===== src/rtl/core/mrp_pkg.sv =====
package mrp_pkg;

    localparam int unsigned SLOT_W = 5;
    localparam int unsigned LOG_W  = 5;

    localparam logic [LOG_W-1:0] LOG_MIN = 5'd5;
    localparam logic [LOG_W-1:0] LOG_MAX = 5'd31;

    localparam logic [31:0] BASE_VALID  = 32'h0000_0010;
    localparam logic [31:0] ATTR_ENABLE = 32'h0000_0001;
    localparam logic [31:0] ATTR_XN     = 32'h1000_0000;
    localparam logic [31:0] ATTR_AP_RW  = 32'h0300_0000;
    localparam logic [31:0] ATTR_AP_RO  = 32'h0600_0000;
    localparam logic [31:0] ATTR_NORMAL = 32'h000F_0000;
    localparam logic [31:0] ATTR_DEVICE = 32'h0005_0000;

    typedef struct packed {
        logic        has_descriptor;
        logic        is_stack;
        logic [31:0] region_base;
        logic [31:0] region_size;
        logic        perm_write;
        logic        perm_exec;
        logic        device_memory;
        logic        kernel_space;
        logic        last_descriptor;
    } t_desc;

    typedef struct packed {
        logic              write_valid;
        logic [3:0]        slot_number;
        logic [31:0]       base_word;
        logic [31:0]       attr_word;
        logic [SLOT_W-1:0] programmed_count;
        logic              run_last;
    } t_wr;

    typedef enum logic [2:0] {
        ST_IDLE,
        ST_CHECK,
        ST_SEARCH,
        ST_WRITE,
        ST_CLOSE
    } t_state;

    typedef struct packed {
        logic load;
        logic search_step;
        logic emit_write;
        logic emit_disable;
        logic emit_marker;
        logic slot_adv;
        logic fill_step;
        logic space_end;
    } t_cmd;

    typedef struct packed {
        logic take;
        logic size_zero;
        logic last;
        logic hit;
        logic out_free;
        logic fill_done;
        logic write_ends;
        logic fill_ends;
    } t_sts;

endpackage


===== src/rtl/core/mrp_if.sv =====
interface mrp_desc_if;
    import mrp_pkg::*;

    logic  valid;
    logic  ready;
    t_desc payload;

    modport source (output valid, output payload, input ready);
    modport sink (input valid, input payload, output ready);
endinterface

interface mrp_wr_if;
    import mrp_pkg::*;

    logic valid;
    logic ready;
    t_wr  payload;

    modport source (output valid, output payload, input ready);
    modport sink (input valid, input payload, output ready);
endinterface


===== src/rtl/core/mrp_ctrl.sv =====
module mrp_ctrl
    import mrp_pkg::*;
(
    input  logic i_clk,
    input  logic i_rst_n,
    input  logic i_in_valid,
    output logic o_in_ready,
    input  t_sts i_sts,
    output t_cmd o_cmd
);

    t_state r_state;
    t_state n_state;

    always_ff @(posedge i_clk) begin
        if (!i_rst_n) begin
            r_state <= ST_IDLE;
        end else begin
            r_state <= n_state;
        end
    end

    always_comb begin
        n_state    = r_state;
        o_in_ready = 1'b0;
        o_cmd      = '0;
        unique case (r_state)
            ST_IDLE: begin
                o_in_ready = 1'b1;
                if (i_in_valid) begin
                    o_cmd.load = 1'b1;
                    n_state    = ST_CHECK;
                end
            end
            ST_CHECK: begin
                if (i_sts.take) begin
                    n_state = i_sts.size_zero ? ST_WRITE : ST_SEARCH;
                end else if (i_sts.last) begin
                    n_state = ST_CLOSE;
                end else begin
                    n_state = ST_IDLE;
                end
            end
            ST_SEARCH: begin
                if (i_sts.hit) begin
                    n_state = ST_WRITE;
                end else begin
                    o_cmd.search_step = 1'b1;
                end
            end
            ST_WRITE: begin
                if (i_sts.out_free) begin
                    o_cmd.emit_write = 1'b1;
                    o_cmd.slot_adv   = 1'b1;
                    if (!i_sts.last) begin
                        n_state = ST_IDLE;
                    end else if (i_sts.write_ends) begin
                        o_cmd.space_end = 1'b1;
                        n_state         = ST_IDLE;
                    end else begin
                        n_state = ST_CLOSE;
                    end
                end
            end
            ST_CLOSE: begin
                if (i_sts.out_free) begin
                    if (i_sts.fill_done) begin
                        o_cmd.emit_marker = 1'b1;
                        o_cmd.space_end   = 1'b1;
                        n_state           = ST_IDLE;
                    end else begin
                        o_cmd.emit_disable = 1'b1;
                        o_cmd.fill_step    = 1'b1;
                        if (i_sts.fill_ends) begin
                            o_cmd.space_end = 1'b1;
                            n_state         = ST_IDLE;
                        end
                    end
                end
            end
            default: begin
                n_state = ST_IDLE;
            end
        endcase
    end

endmodule


===== src/rtl/core/mrp_dp.sv =====
module mrp_dp
    import mrp_pkg::*;
#(
    parameter int NUM_REGIONS     = 8,
    parameter int FIRST_USER_SLOT = 3
) (
    input  logic  i_clk,
    input  logic  i_rst_n,
    input  t_desc i_desc,
    input  t_cmd  i_cmd,
    output t_sts  o_sts,
    output logic  o_out_valid,
    input  logic  i_out_ready,
    output t_wr   o_out
);

    localparam logic [SLOT_W-1:0] NUM_SLOTS  = SLOT_W'(NUM_REGIONS);
    localparam logic [SLOT_W-1:0] FIRST_SLOT = SLOT_W'(FIRST_USER_SLOT);

    t_desc             r_desc;
    logic [31:0]       r_end;
    logic [LOG_W-1:0]  r_l;
    logic [SLOT_W-1:0] r_next_slot;
    logic [SLOT_W-1:0] r_fill;
    logic              r_out_valid;
    t_wr               r_out;

    logic [31:0]       rsize;
    logic [31:0]       rbase;
    logic [31:0]       rtop;
    logic [SLOT_W-1:0] slot_inc;
    logic [SLOT_W-1:0] fill_inc;
    logic [31:0]       attr;
    logic              out_free;

    function automatic logic [SLOT_W-1:0] used_count(input logic [SLOT_W-1:0] slot);
        return (slot <= FIRST_SLOT) ? '0 : slot - FIRST_SLOT;
    endfunction

    assign rsize    = 32'd1 << r_l;
    assign rbase    = r_desc.region_base & ~(rsize - 32'd1);
    assign rtop     = rbase + rsize;
    assign slot_inc = r_next_slot + SLOT_W'(1);
    assign fill_inc = r_fill + SLOT_W'(1);
    assign out_free = !r_out_valid || i_out_ready;

    always_comb begin
        attr = r_desc.perm_write ? ATTR_AP_RW : ATTR_AP_RO;
        if (!r_desc.perm_exec) begin
            attr = attr | ATTR_XN;
        end
        attr = attr | (r_desc.device_memory ? ATTR_DEVICE : ATTR_NORMAL);
    end

    always_comb begin
        o_sts.take       = r_desc.has_descriptor && !r_desc.is_stack
                           && !r_desc.kernel_space && (r_next_slot < NUM_SLOTS);
        o_sts.size_zero  = (r_desc.region_size == 32'd0);
        o_sts.last       = r_desc.last_descriptor;
        o_sts.hit        = (rtop >= r_end) || (r_l >= LOG_MAX);
        o_sts.out_free   = out_free;
        o_sts.fill_done  = (r_fill >= NUM_SLOTS);
        o_sts.write_ends = (slot_inc >= NUM_SLOTS);
        o_sts.fill_ends  = (fill_inc >= NUM_SLOTS);
    end

    always_ff @(posedge i_clk) begin
        if (i_cmd.load) begin
            r_desc <= i_desc;
            r_end  <= i_desc.region_base + i_desc.region_size;
        end
    end

    always_ff @(posedge i_clk) begin
        if (!i_rst_n) begin
            r_l <= LOG_MIN;
        end else if (i_cmd.load) begin
            r_l <= LOG_MIN;
        end else if (i_cmd.search_step) begin
            r_l <= r_l + LOG_W'(1);
        end
    end

    always_ff @(posedge i_clk) begin
        if (!i_rst_n) begin
            r_next_slot <= FIRST_SLOT;
            r_fill      <= FIRST_SLOT;
        end else if (i_cmd.space_end) begin
            r_next_slot <= FIRST_SLOT;
            r_fill      <= FIRST_SLOT;
        end else if (i_cmd.slot_adv) begin
            r_next_slot <= slot_inc;
            r_fill      <= slot_inc;
        end else if (i_cmd.fill_step) begin
            r_fill <= fill_inc;
        end
    end

    always_ff @(posedge i_clk) begin
        if (!i_rst_n) begin
            r_out_valid <= 1'b0;
        end else if (i_cmd.emit_write || i_cmd.emit_disable || i_cmd.emit_marker) begin
            r_out_valid <= 1'b1;
        end else if (i_out_ready) begin
            r_out_valid <= 1'b0;
        end
    end

    always_ff @(posedge i_clk) begin
        if (i_cmd.emit_write) begin
            r_out.write_valid      <= 1'b1;
            r_out.slot_number      <= r_next_slot[3:0];
            r_out.programmed_count <= used_count(slot_inc);
            r_out.run_last         <= r_desc.last_descriptor && (slot_inc >= NUM_SLOTS);
            if (r_desc.region_size == 32'd0) begin
                r_out.base_word <= '0;
                r_out.attr_word <= '0;
            end else begin
                r_out.base_word <= rbase | BASE_VALID | {28'd0, r_next_slot[3:0]};
                r_out.attr_word <= ATTR_ENABLE | attr
                                   | {26'd0, r_l - LOG_W'(1), 1'b0};
            end
        end else if (i_cmd.emit_disable) begin
            r_out.write_valid      <= 1'b1;
            r_out.slot_number      <= r_fill[3:0];
            r_out.base_word        <= '0;
            r_out.attr_word        <= '0;
            r_out.programmed_count <= used_count(r_next_slot);
            r_out.run_last         <= (fill_inc >= NUM_SLOTS);
        end else if (i_cmd.emit_marker) begin
            r_out.write_valid      <= 1'b0;
            r_out.slot_number      <= '0;
            r_out.base_word        <= '0;
            r_out.attr_word        <= '0;
            r_out.programmed_count <= used_count(r_next_slot);
            r_out.run_last         <= 1'b1;
        end
    end

    assign o_out_valid = r_out_valid;
    assign o_out       = r_out;

`ifndef NO_ASSERTIONS
    a_log_range: assert property (@(posedge i_clk) disable iff (!i_rst_n)
        (r_l >= LOG_MIN) && (r_l <= LOG_MAX))
        else $error("size exponent out of range");

    a_fill_ahead: assert property (@(posedge i_clk) disable iff (!i_rst_n)
        r_fill >= r_next_slot)
        else $error("fill pointer behind next slot");

    a_emit_free: assert property (@(posedge i_clk) disable iff (!i_rst_n)
        (i_cmd.emit_write || i_cmd.emit_disable || i_cmd.emit_marker) |-> out_free)
        else $error("result overwrites a pending transaction");
`endif

endmodule


===== src/rtl/core/mpu_region_programmer_top.sv =====
// Channel   Dir  Modport  Payload
// i_desc    in   sink     t_desc: one region descriptor per transaction
// o_wr      out  source   t_wr:   one slot write or end marker per transaction
//
// A descriptor is loaded in the idle state and classified in the check state, then
// tries sizes from 32 bytes to 2^31 (up to 27) in the search loop, then is written.
// A closing descriptor adds a disable write per remaining slot, else the end marker.
// Reset is synchronous; the slot pointer returns to the first user slot.
// The output register stalls the sequencer only while a transaction waits in it.
module mpu_region_programmer_top
    import mrp_pkg::*;
#(
    parameter int NUM_REGIONS     = 8,
    parameter int FIRST_USER_SLOT = 3
) (
    input logic      i_clk,
    input logic      i_rst_n,
    mrp_desc_if.sink i_desc,
    mrp_wr_if.source o_wr
);

    t_cmd cmd;
    t_sts sts;
    logic in_ready;
    logic out_valid;
    t_wr  out_wr;

    mrp_ctrl u_ctrl (
        .i_clk      (i_clk),
        .i_rst_n    (i_rst_n),
        .i_in_valid (i_desc.valid),
        .o_in_ready (in_ready),
        .i_sts      (sts),
        .o_cmd      (cmd)
    );

    mrp_dp #(
        .NUM_REGIONS     (NUM_REGIONS),
        .FIRST_USER_SLOT (FIRST_USER_SLOT)
    ) u_dp (
        .i_clk       (i_clk),
        .i_rst_n     (i_rst_n),
        .i_desc      (i_desc.payload),
        .i_cmd       (cmd),
        .o_sts       (sts),
        .o_out_valid (out_valid),
        .i_out_ready (o_wr.ready),
        .o_out       (out_wr)
    );

    assign i_desc.ready = in_ready;
    assign o_wr.valid   = out_valid;
    assign o_wr.payload = out_wr;

endmodule

===== src/flat_wrapper.sv =====
// flat-port wrapper written by rule: the top's interface ports become plain ports
module mpu_region_programmer_top_flat import mrp_pkg::*;
#(
    parameter int NUM_REGIONS     = 8,
    parameter int FIRST_USER_SLOT = 3
)
  (i_clk, i_rst_n, i_desc_valid, i_desc_payload, i_desc_ready, o_wr_valid, o_wr_payload, o_wr_ready);
  mrp_desc_if i_desc_i ();
  mrp_wr_if o_wr_i ();
  input logic i_clk;
  input logic i_rst_n;
  input wire logic [$bits(i_desc_i.valid)-1:0] i_desc_valid;
  input wire logic [$bits(i_desc_i.payload)-1:0] i_desc_payload;
  output wire logic [$bits(i_desc_i.ready)-1:0] i_desc_ready;
  output wire logic [$bits(o_wr_i.valid)-1:0] o_wr_valid;
  output wire logic [$bits(o_wr_i.payload)-1:0] o_wr_payload;
  input wire logic [$bits(o_wr_i.ready)-1:0] o_wr_ready;
  assign i_desc_i.valid = i_desc_valid;
  assign i_desc_i.payload = i_desc_payload;
  assign i_desc_ready = i_desc_i.ready;
  assign o_wr_valid = o_wr_i.valid;
  assign o_wr_payload = o_wr_i.payload;
  assign o_wr_i.ready = o_wr_ready;
  mpu_region_programmer_top #(.NUM_REGIONS(NUM_REGIONS), .FIRST_USER_SLOT(FIRST_USER_SLOT)) u_core (.i_clk(i_clk), .i_rst_n(i_rst_n), .i_desc(i_desc_i), .o_wr(o_wr_i));
endmodule

===== config.mk =====
export PLATFORM = sky130hd
export DESIGN_NAME = mpu_region_programmer_top_flat
export DESIGN_NICKNAME = d
export VERILOG_FILES = /design/src/rtl/core/mrp_pkg.sv /design/src/rtl/core/mrp_if.sv /design/src/rtl/core/mrp_ctrl.sv /design/src/rtl/core/mrp_dp.sv /design/src/rtl/core/mpu_region_programmer_top.sv /design/src/flat_wrapper.sv
export SDC_FILE = /design/constraint.sdc
export NUM_CORES = 1
export LEC_CHECK = 0
export BUFFER_PORTS_ARGS = -buffer_cell sky130_fd_sc_hd__buf_2
export CAP_MARGIN = 10
export CORE_ASPECT_RATIO = 1.2
export CORE_UTILIZATION = 44
export CTS_BUF_LIST = sky130_fd_sc_hd__clkbuf_8 sky130_fd_sc_hd__clkbuf_16
export CTS_CLUSTER_DIAMETER = 50
export DETAILED_ROUTE_END_ITERATION = 8
export SLEW_MARGIN = 40
export SYNTH_ARGS = -nofsm -noshare
export SYNTH_HDL_FRONTEND = slang
export SYNTH_SLANG_ARGS = --single-unit

===== constraint.sdc =====
create_clock -name i_clk -period 9.82 [get_ports i_clk]
set_input_delay 0.491 -clock i_clk [delete_from_list [all_inputs] [get_ports i_clk]]
set_output_delay 0.491 -clock i_clk [all_outputs]
set_load 0.01 [all_outputs]

==> results.txt <==
clock slew seen by the registers of the worst setup and hold paths -> 0.07 ns
hold_buf cts -> 0
Die X -> 151 um
Cell Area, Placed -> 12700 sq um
Top Family by Delay on Critical Path -> compound AO/OA/AOI/OAI gates
Post-synth EDFFs -> 155
final setup margin -> 1.79 ns
worst hold margin -> 0.224 ns
nets -> 1490
Slew HR -> 49.7%
fin. max-slew vios -> 0
pwr dens -> 149 nW/um^2
crit path max fanout -> 16
Inst Count DP -> 1634
H-tree depth -> 4
gpl congestion -> 0.885
first-pass GRT wire length -> 48000 um
total global-route track usage -> 22.8%
PortBufs -> 133
flops & latches, synth -> 175
Setup crit end kind -> register
Tmin final -> 8.03 ns
Initial Util -> 44.9%
CTS Root Cell -> clkbuf_16
setup violators final -> 0
unrepaired setup endpoints after global routing -> no
dominant synthesized flop cell -> edfxtp_1
CP dominant cell by count -> ha_1
largest net degree at the start of global routing -> 53
via-per-instance ratio -> 5.61
Max Buffers Root-to-Sink -> 2
CP arrival -> 8.37 ns
outcome -> complete, no violations
synthesis-to-layout area growth -> 12.9%
Final Util -> 50.7%
core footprint -> 26300 sq um
First DRT Iteration DRCs -> 700
sequential area share after synthesis -> 42.9%
num ports -> 152
Non-Filler Instances -> 1666
WS Path Type -> register to register
DRT Wirelength -> 29900 um
Setup Fix Bufs, Post-CTS -> 0
share of cells above drive strength 1 -> 15.7%
fin area -> 13300 sq um
Least-Margin Pin Slew -> 0.744 ns
CP bufs+invs -> 1
syn_area_per_cell -> 9.85 sq um
Pwr Total -> 1.98 mW
Cells after Synth -> 1197
Num CTS Buffers -> 17
drt wl/cell -> 17.9 um
Final ANT Viol Nets -> 0
FFs w/ async S/R, synth -> 0%
Worst-Skew Late Latency -> 0.44 ns
TritonCTS clock tree -> built
antenna cells -> 0
Clock Sinks -> 175
Req. time, crit path -> 10.16 ns
setup tns final -> 0 ns
Worst Hold Class -> input port to register
Post-Syn Area -> 11800 sq um
crit start category -> register
setup slack at placement -> 1.91 ns
synth unique cells -> 84
vias in the first global route -> 9049
Final HPWL DP -> 22800 um
Static Leakage -> 5.44 nW
row count -> 65
Hold Vio Cnt, Final -> 0
CP peak stage delay -> 0.60 ns
initial antenna violation count -> 0
total grt overflow -> 0
via count -> 9348
max_cap viols -> 0
DRC viols -> 0
Worst Skew -> 0.0118 ns
YS warnings -> 0
post_cts resized -> 0
floorplan die height -> 181 um
Period Utilization, post-route -> 81.8%
DRT Pass-1 Iters -> 5
worst-case vdd ir drop -> 0.106 mV
die area -> 27500 sq um
slowest CP cell -> a21oi_1
FMAX -> 124 MHz
layout make-up:
cell class,count,area (sq um)
fillers,2438,13000
multi-input cells,917,6260
flip-flops and latches,175,5060
repair buffers,141,719
clock buffers,21,526
well taps,335,419
inverters,66,250
clock inverters,11,86.3
worst reg2reg max path: cells and delay by family, from the launching register on:
| family | cells | cell delay [ns] |
|---|---|---|
| compound gates | 13 | 3.42 |
| simple gates | 12 | 2.64 |
| fa+ha+maj | 4 | 1.32 |
| flops | 1 | 0.45 |
| buf+inv | 1 | 0.12 |
logic make-up after synthesis:
kind of cell,count (synthesis),share of synthesized area (%)
AND/OR/NAND/NOR,400,17.2
AO/OA/AOI/OAI,307,17.6
flip-flops,175,42.9
buffers and inverters,122,4.71
adder cells (fa/ha/maj),97,10.4
XOR/XNOR,86,6.39
multiplexers,9,0.785
other,1,0.0318
synth_stat cells (13+ instances only):
library cell	instances	share of area (%)
a21o_1	37	2.4
clkbuf_1	21	0.67
nor4_1	14	0.74
nor3_1	18	0.76
o21ai_0	52	2.2
a21oi_1	84	3.6
nand4_1	18	0.96
buf_4	23	1.5
and3_1	25	1.3
dfxtp_1	20	3.4
nand2_1	92	2.9
nor2b_1	15	0.80
and2_1	37	2.0
inv_1	65	2.1
xnor2_1	56	4.2
nand2b_1	15	0.80
nor2_1	102	3.2
nand3_1	27	1.1
edfxtp_1	155	39
ha_1	96	10
o21a_1	13	0.83
xor2_1	30	2.2
routing by layer:
layer	wire length (um)	vias up	track usage (%)
met4	680	0	7.88
met2	14600	251	37.8
li1	-	4622	-
met5	0	-	0
met1	13300	4442	29.8
met3	1270	33	3.61
worst paths after layout:
kind                               from                  endpoint  slack [ns]  cells after the start
hold reg to reg   u_core.u_dp.o_out[74]     u_core.u_dp.o_out[74]        0.45                      2
hold / removal        i_desc_payload[2]     u_core.u_dp.r_desc[2]        0.22                      1
setup reg to reg     u_core.u_dp.r_l[0]  u_core.u_ctrl.r_state[0]        1.79                     30
setup / recovery     u_core.u_dp.r_l[0]  u_core.u_ctrl.r_state[0]        1.79                     30
sequential cells by signal, indices dropped and copies added, names as in the netlist:
| register | cells |
|---|---|
| u_core.u_dp.o_out_valid | 1 |
| u_core.u_dp.r_l | 5 |
| u_core.u_dp.o_out | 53 |
| u_core.u_dp.r_desc | 70 |
| u_core.u_dp.o_sts | 1 |
| u_core.u_dp.r_next_slot | 5 |
| u_core.u_ctrl.r_state | 3 |
| u_core.u_dp.r_fill | 5 |
| u_core.u_dp.r_end | 32 |
cell usage in the layout (no fill, tap or decap), types with 5 or more instances in the layout:
cell type / instances
a211oi_1: 8
a21boi_0: 6
a21o_1: 37
a21oi_1: 84
a22oi_1: 5
a311o_1: 5
a31oi_1: 10
a41oi_1: 7
and2_1: 37
and3_1: 25
buf_2: 134
buf_4: 6
clkbuf_16: 21
conb_1: 18
dfxtp_1: 19
edfxtp_1: 155
ha_1: 96
inv_1: 64
inv_6: 6
mux2i_1: 7
nand2_1: 91
nand2b_1: 15
nand3_1: 27
nand4_1: 18
nor2_1: 102
nor2b_1: 15
nor3_1: 17
nor4_1: 14
o211ai_1: 10
o21a_1: 13
o21ai_0: 51
o21bai_1: 9
o22ai_1: 8
or2_2: 9
xnor2_1: 56
xor2_1: 30
power by group:
part | leakage, nW | internal, mW | total, mW | switching [mW]
combinational | 3.55 | 0.145 | 0.362 | 0.217
clock | 0.304 | 0.389 | 0.693 | 0.304
sequential | 1.59 | 0.898 | 0.929 | 0.0310
No activity file was read; power rests on OpenSTA's default activity.
